==> config.mk <==
export PLATFORM = sky130hd
export DESIGN_NAME = fixed_block_pool_allocator_core
export DESIGN_NICKNAME = d
export VERILOG_FILES = /design/src/design/fbpa_pkg.sv /design/src/design/fixed_block_pool_allocator_core.sv /design/src/design/fbpa_free_map.sv
export SDC_FILE = /design/constraint.sdc
export NUM_CORES = 1
export LEC_CHECK = 0
export BUFFER_PORTS_ARGS = -buffer_cell sky130_fd_sc_hd__buf_2
export CORE_MARGIN = 4
export CORE_UTILIZATION = 51
export CTS_CLUSTER_DIAMETER = 150
export DETAILED_ROUTE_END_ITERATION = 8
export PLACE_DENSITY = 0.79
export SETUP_SLACK_MARGIN = 0.15
export SLEW_MARGIN = 20
export SYNTH_ARGS = -nofsm -noshare
export SYNTH_HDL_FRONTEND = slang
export SYNTH_SLANG_ARGS = --single-unit
==> constraint.sdc <==
create_clock -name clk -period 8.24 [get_ports clk]
set_input_delay 1.648 -clock clk [delete_from_list [all_inputs] [get_ports clk]]
set_output_delay 1.648 -clock clk [all_outputs]
set_load 0.01 [all_outputs]
==> src/design/fbpa_pkg.sv <==
// Shared constants and types for the fixed block pool allocator.
`timescale 1ns / 1ps

package fbpa_pkg;

  localparam int WORD_BITS = 32;

  localparam logic [1:0] MODE_ALLOC = 2'd0;
  localparam logic [1:0] MODE_FREE  = 2'd1;
  localparam logic [1:0] MODE_INIT  = 2'd2;

  localparam logic [2:0] ST_OK           = 3'd0;
  localparam logic [2:0] ST_NO_MEM       = 3'd1;
  localparam logic [2:0] ST_OUT_OF_POOL  = 3'd2;
  localparam logic [2:0] ST_UNALIGNED    = 3'd3;
  localparam logic [2:0] ST_ALREADY_FREE = 3'd4;

  typedef struct packed {
    logic rd;
    logic wr;
    logic init;
  } map_ctl_t;

endpackage

==> src/design/fixed_block_pool_allocator_core.sv <==
// Top level of the fixed block pool allocator.
// A request accepted in idle is evaluated in the EVAL state; done and the result are registered from it.
// No new request is accepted while busy; busy covers the free map read-modify-write.
// Reset clears pool_base and marks every block in use; init needs no clearing pass.
// The receiver cannot stall: done lasts exactly one cycle.
`timescale 1ns / 1ps

module fixed_block_pool_allocator_core #(
  parameter int BLOCK_COUNT = 64,
  parameter int BLOCK_BYTES = 16
) (
  input  logic        clk,
  input  logic        rst,
  input  logic        cfg_write,
  input  logic [31:0] cfg_data,
  input  logic        start,
  output logic        busy,
  input  logic [1:0]  mode,
  input  logic [31:0] address,
  output logic        done,
  output logic [2:0]  status,
  output logic [31:0] block_address
);

  localparam int WB      = fbpa_pkg::WORD_BITS;
  localparam int ROWS    = (BLOCK_COUNT + WB - 1) / WB;
  localparam int ROW_W   = (ROWS > 1) ? $clog2(ROWS) : 1;
  localparam int BIT_W   = $clog2(WB);
  localparam int FIDX_W  = ROW_W + BIT_W;
  localparam int BYTE_SH = $clog2(BLOCK_BYTES);
  localparam logic [32:0] SPAN = 33'(BLOCK_COUNT * BLOCK_BYTES);

  localparam logic S_IDLE = 1'b0;
  localparam logic S_EVAL = 1'b1;

  logic        state;
  logic        state_next;
  logic [31:0] pool_base;
  logic [32:0] pool_end;

  logic [1:0]       op_mode;
  logic [2:0]       op_status;
  logic [ROW_W-1:0] op_row;
  logic [BIT_W-1:0] op_bit;

  logic              accept;
  logic [31:0]       offset;
  logic              out_of_pool;
  logic              unaligned;
  logic [FIDX_W-1:0] free_idx;
  logic [ROW_W-1:0]  alloc_row;
  logic [ROW_W-1:0]  rd_row;
  logic [2:0]        pre_status;

  fbpa_pkg::map_ctl_t ctl;
  logic [WB-1:0]      rd_word;
  logic [WB-1:0]      wr_word;
  logic [ROWS-1:0]    row_nonempty;

  logic [BIT_W-1:0]  low_bit;
  logic [FIDX_W-1:0] alloc_idx;
  logic [2:0]        status_next;
  logic [31:0]       block_address_next;

  assign busy   = (state == S_EVAL);
  assign accept = start && !busy;

  always_ff @(posedge clk) begin
    if (rst) begin
      pool_base <= '0;
      pool_end  <= SPAN;
    end else if (cfg_write) begin
      pool_base <= cfg_data;
      pool_end  <= {1'b0, cfg_data} + SPAN;
    end
  end

  assign offset      = address - pool_base;
  assign out_of_pool = (address < pool_base) || ({1'b0, address} >= pool_end);
  assign unaligned   = |offset[BYTE_SH-1:0];
  assign free_idx    = offset[BYTE_SH +: FIDX_W];

  always_comb begin
    alloc_row = '0;
    for (int r = ROWS - 1; r >= 0; r--) begin
      if (row_nonempty[r]) begin
        alloc_row = ROW_W'(r);
      end
    end
  end

  always_comb begin
    pre_status = fbpa_pkg::ST_OK;
    rd_row     = alloc_row;
    if (mode == fbpa_pkg::MODE_FREE) begin
      rd_row = free_idx[FIDX_W-1:BIT_W];
      if (out_of_pool) begin
        pre_status = fbpa_pkg::ST_OUT_OF_POOL;
      end else if (unaligned) begin
        pre_status = fbpa_pkg::ST_UNALIGNED;
      end
    end else if (mode == fbpa_pkg::MODE_ALLOC) begin
      if (!(|row_nonempty)) begin
        pre_status = fbpa_pkg::ST_NO_MEM;
      end
    end
  end

  always_ff @(posedge clk) begin
    if (accept) begin
      op_mode   <= mode;
      op_status <= pre_status;
      op_row    <= rd_row;
      op_bit    <= free_idx[BIT_W-1:0];
    end
  end

  always_comb begin
    state_next = state;
    unique case (state)
      S_IDLE: begin
        if (accept) begin
          state_next = S_EVAL;
        end
      end
      S_EVAL: begin
        state_next = S_IDLE;
      end
      default: begin
        state_next = S_IDLE;
      end
    endcase
  end

  always_ff @(posedge clk) begin
    if (rst) begin
      state <= S_IDLE;
    end else begin
      state <= state_next;
    end
  end

  always_comb begin
    low_bit = '0;
    for (int j = WB - 1; j >= 0; j--) begin
      if (rd_word[j]) begin
        low_bit = BIT_W'(j);
      end
    end
  end

  assign alloc_idx = {op_row, low_bit};

  always_comb begin
    ctl                = '0;
    ctl.rd             = accept;
    wr_word            = rd_word;
    status_next        = op_status;
    block_address_next = '0;
    if (busy) begin
      case (op_mode)
        fbpa_pkg::MODE_ALLOC: begin
          if (op_status == fbpa_pkg::ST_OK) begin
            wr_word            = rd_word & ~(WB'(1) << low_bit);
            ctl.wr             = 1'b1;
            block_address_next = pool_base + (32'(alloc_idx) << BYTE_SH);
          end
        end
        fbpa_pkg::MODE_FREE: begin
          if (op_status == fbpa_pkg::ST_OK) begin
            if (rd_word[op_bit]) begin
              status_next = fbpa_pkg::ST_ALREADY_FREE;
            end else begin
              wr_word = rd_word | (WB'(1) << op_bit);
              ctl.wr  = 1'b1;
            end
          end
        end
        fbpa_pkg::MODE_INIT: begin
          ctl.init = 1'b1;
        end
        default: begin
          status_next = fbpa_pkg::ST_OK;
        end
      endcase
    end
  end

  fbpa_free_map #(
    .BLOCK_COUNT(BLOCK_COUNT),
    .ROWS       (ROWS),
    .ROW_W      (ROW_W)
  ) u_map (
    .clk         (clk),
    .rst         (rst),
    .ctl         (ctl),
    .rd_row      (rd_row),
    .wr_row      (op_row),
    .wr_word     (wr_word),
    .rd_word     (rd_word),
    .row_nonempty(row_nonempty)
  );

  always_ff @(posedge clk) begin
    if (rst) begin
      done <= 1'b0;
    end else begin
      done <= busy;
    end
  end

  always_ff @(posedge clk) begin
    if (busy) begin
      status        <= status_next;
      block_address <= block_address_next;
    end
  end

endmodule

==> src/design/fbpa_free_map.sv <==
// Free bitmap store: word memory with per-row stale marks and nonempty flags.
`timescale 1ns / 1ps

module fbpa_free_map #(
  parameter int BLOCK_COUNT = 64,
  parameter int ROWS = 2,
  parameter int ROW_W = 1
) (
  input  logic                            clk,
  input  logic                            rst,
  input  fbpa_pkg::map_ctl_t              ctl,
  input  logic [ROW_W-1:0]                rd_row,
  input  logic [ROW_W-1:0]                wr_row,
  input  logic [fbpa_pkg::WORD_BITS-1:0]  wr_word,
  output logic [fbpa_pkg::WORD_BITS-1:0]  rd_word,
  output logic [ROWS-1:0]                 row_nonempty
);

  localparam int WB = fbpa_pkg::WORD_BITS;

  logic [WB-1:0]    mem [ROWS];
  logic [WB-1:0]    rd_data;
  logic [ROWS-1:0]  stale;
  logic             stale_ones;
  logic             rd_stale;
  logic [ROW_W-1:0] rd_row_q;
  logic [WB-1:0]    fill;

  always_ff @(posedge clk) begin
    if (ctl.wr) begin
      mem[wr_row] <= wr_word;
    end
    if (ctl.rd) begin
      rd_data  <= mem[rd_row];
      rd_stale <= stale[rd_row];
      rd_row_q <= rd_row;
    end
  end

  always_ff @(posedge clk) begin
    if (rst) begin
      stale        <= '1;
      stale_ones   <= 1'b0;
      row_nonempty <= '0;
    end else if (ctl.init) begin
      stale        <= '1;
      stale_ones   <= 1'b1;
      row_nonempty <= '1;
    end else if (ctl.wr) begin
      stale[wr_row]        <= 1'b0;
      row_nonempty[wr_row] <= |wr_word;
    end
  end

  // blocks past the pool end never read as free
  always_comb begin
    for (int j = 0; j < WB; j++) begin
      fill[j] = stale_ones && ((int'(rd_row_q) * WB + j) < BLOCK_COUNT);
    end
  end

  assign rd_word = rd_stale ? fill : rd_data;

endmodule
==> flow_summary.yaml <==
run_status:
  status: "completed"
synth:
  synth_nets: 1273
  synth_edf_count: 142
  synth.avg_cell_area_sq_um: 10.24
  synthCells: 1142
  ys_ff_latch: 204
  synth_cell_types: 83
  async_flop_share_pct: 0
  synth_flop_cell: "edfxtp_1"
  synth_common_cells: "142 x edfxtp_1, 135 x nor2_1, 70 x a21oi_1, 68 x inv_1, 62 x dfxtp_1"
  synth_area_leader_cell: "edfxtp_1"
  yosysMostFrequentCell: "edfxtp_1"
  synth_area_sq_um: 11690
  ys_seq_area_share_pct: 47.08
  synth_warnings: 0
  netlist.area_leader.share_pct: 36.46
  synthTopCellsByArea: "edfxtp_1 36%, dfxtp_1 11%, ha_1 6.4%, nor2_1 4.3%, mux2_2 4.0%"
final_layout:
  syn2layout_area_growth_pct: 14.09
  drive_above_1_share_pct: 17.72
  finalCoreUtilization_pct: 59.11
  nNetsFinal: 1368
  num_antenna_cells: 0
critical_path:
  cp_max_fo: 34
  cpMaxStageDelayCell: "edfxtp_1"
  path_cells: "nor2b_1, buf_4, a21oi_1, o221ai_1, a221oi_2, o21ai_1, inv_1, ha_1, ha_1, a21o_1, maj3_1, a2111oi_4, nor3_1, xnor2_1, nor2_1"
  start_kind: "flip-flop"
  crit_arrival_ns: 5.58
  r2r-start: "u_map.rd_stale"
  crit_type: "flip-flop to flip-flop"
  path_buf_inv: 2
  path_common_cell: "ha_1"
  cp_top_family: "compound AO/OA/AOI/OAI gates"
  cp_slowest_stage_delay_ns: 1.07
  cp-startpoint: "u_map.rd_stale"
  cp-end-kind: "flip-flop"
  worstPathRequired_ns: 8.49
floorplan:
  dieArea_sq_um: 25410
  die_w_microns: 159.4
  rows: 55
  core_sq_um: 22570
  initial_core_util_pct: 51.81
  die_h_microns: 159.4
  ios: 107
global_routing:
  antenna_found_initial: 0
  grt_usage_pct: 25.86
  grt_pass1_vias: 9386
  grt_max_degree: 77
  grt_pass1_wl_microns: 52880
  grt_overflow_total: 0
timing:
  hold_viol_final: 0
  whs_ns: 0.4844
  rsz0062_at_grt: "false"
  final.min_clock_period_ns: 5.322
  finalSetupViolCount: 0
  max_freq_mhz: 187.9
  slew_viol_final: 0
  tightest_slew_ns: 1.092
  slew_headroom_pct: 27.20
  fin_tns_setup_ns: 0
  finClkSkew_ns: 0.03244
  period_share_pct: 64.59
place:
  port_buffers: 106
  hpwlAfterDp_microns: 24570
  gp_congestion: 0.9802
clock_tree:
  cts_buffers: 24
  insertion_delay_ns: 0.54
  cts_tree: "yes"
  cts_setup_buffers: 0
  cts.repair.resized: 0
  clockBufferDepth: 3
  htreeDepth: 1
  cts.sinks: 204
  clk_pin_slew_worst_paths_ns: 0.06
  clock-root-buffer: "clkbuf_16"
  hold_buffers: 0
route:
  wl_per_cell_microns: 21.98
  drtIter0Drc: 985
  num_vias: 9562
  via_per_inst: 6.217
  antenna_left: 0
  drc: 0
  routed_wl_microns: 33810
  firstDrtPassIters: 5
pwr:
  p_seq_share_pct: 45.1
  ir_worst_vdd_mv: 0.1461
  power_mw: 2.645
  clock_power_share_pct: 41.2
  p_int_mw: 1.956
  switching_power_mw: 0.6891
  power_density_nw_per_um2: 198.3
  power_frac_comb_pct: 13.7
  leakagePower_nw: 5.105
  power.share.switching_pct: 26.05
min_path:
  hp-class: "flip-flop to flip-flop"
  worstHoldStart: "u_map.stale[1]"
run:
  maxCapViolCount: 0
cell families after synthesis:
kind of cell,Yosys count,share of synthesized area (%)
mux,86,8.239
buf+inv,120,4.034
flops,204,47.08
simple gates,391,17.14
compound gates,247,14.43
xor+xnor,32,2.397
fa+ha+maj,62,6.677
power by group through the flow:
stage	Clock [mW]	Combinational (mW)	Sequential, mW
finish	1.09	0.362	1.19
global route	1.15	0.398	1.20
CTS	1.11	0.359	1.19
detailed placement	0	0.356	1.21
global placement	0	0.349	1.21
floorplan	0	0.247	1.19
final timing paths:
kind	slack (ns)	endpoint	cells past startpoint
setup / recovery	2.92	block_address[26]	15
hold / removal	0.48	u_map.stale[1]	2
setup reg to reg	2.92	block_address[26]	15
hold reg to reg	0.48	u_map.stale[1]	2
routing by layer:
layer,GRT usage (%),share of wire [%]
met2,42.17,47
met3,5.281,8.3
met1,35.46,42
met5,0,0
met4,6.824,2.7
cell usage in the layout, fill, tap and decap left out, types with 17 or more instances in the layout:
cell type,n
nand4_1,18
a21o_1,17
dfxtp_1,61
clkbuf_16,24
edfxtp_1,142
a211oi_1,19
xnor2_1,27
nor2_1,135
nand3_1,19
nor2b_1,20
mux2i_1,40
a21oi_1,70
nand2_1,52
inv_1,68
nor3_1,40
ha_1,60
nand2b_1,19
nor4_1,17
mux2_2,42
buf_2,105
o21ai_0,34
through the flow:
stage                     std cells  cell area [sq um]  setup slack, ns
after CTS                      1538              13330            2.988
after detailed placement       1496              12520            3.005
after global routing           1538              13340            2.561
final                          1538              13340            2.918
after floorplan                1142              11690            3.496
after global placement         1496              12500            2.804
final cells by class:
cell class / count / area, sq um
fill: 1887 / 9230
multi-input combinational: 818 / 5766
sequential: 204 / 5507
timing repair buffer: 120 / 638.1
clock buffer: 30 / 633.1
tap: 285 / 356.6
inverter: 69 / 259.0
clock inverter: 12 / 182.7
state kept, by name, summed over array words and instances (netlist names):
name / count
u_map.mem: 64
block_address: 32
pool_base: 32
u_map.rd_data: 32
pool_end: 23
op_bit: 5
status: 3
op_mode: 2
op_status: 2
u_map.row_nonempty: 2
u_map.stale: 2
busy: 1
done: 1
u_map.rd_row_q: 1
u_map.rd_stale: 1
u_map.stale_ones: 1
worst register-to-register path: cells and delay by family (launching register included):
| kind | cells | cell delay [ns] |
|---|---|---|
| flops | 1 | 1.07 |
| compound gates | 6 | 2.06 |
| fa+ha+maj | 3 | 0.86 |
| simple gates | 3 | 0.48 |
| buf+inv | 2 | 0.36 |
| xor+xnor | 1 | 0.20 |
(Power assumes the default switching activity.)
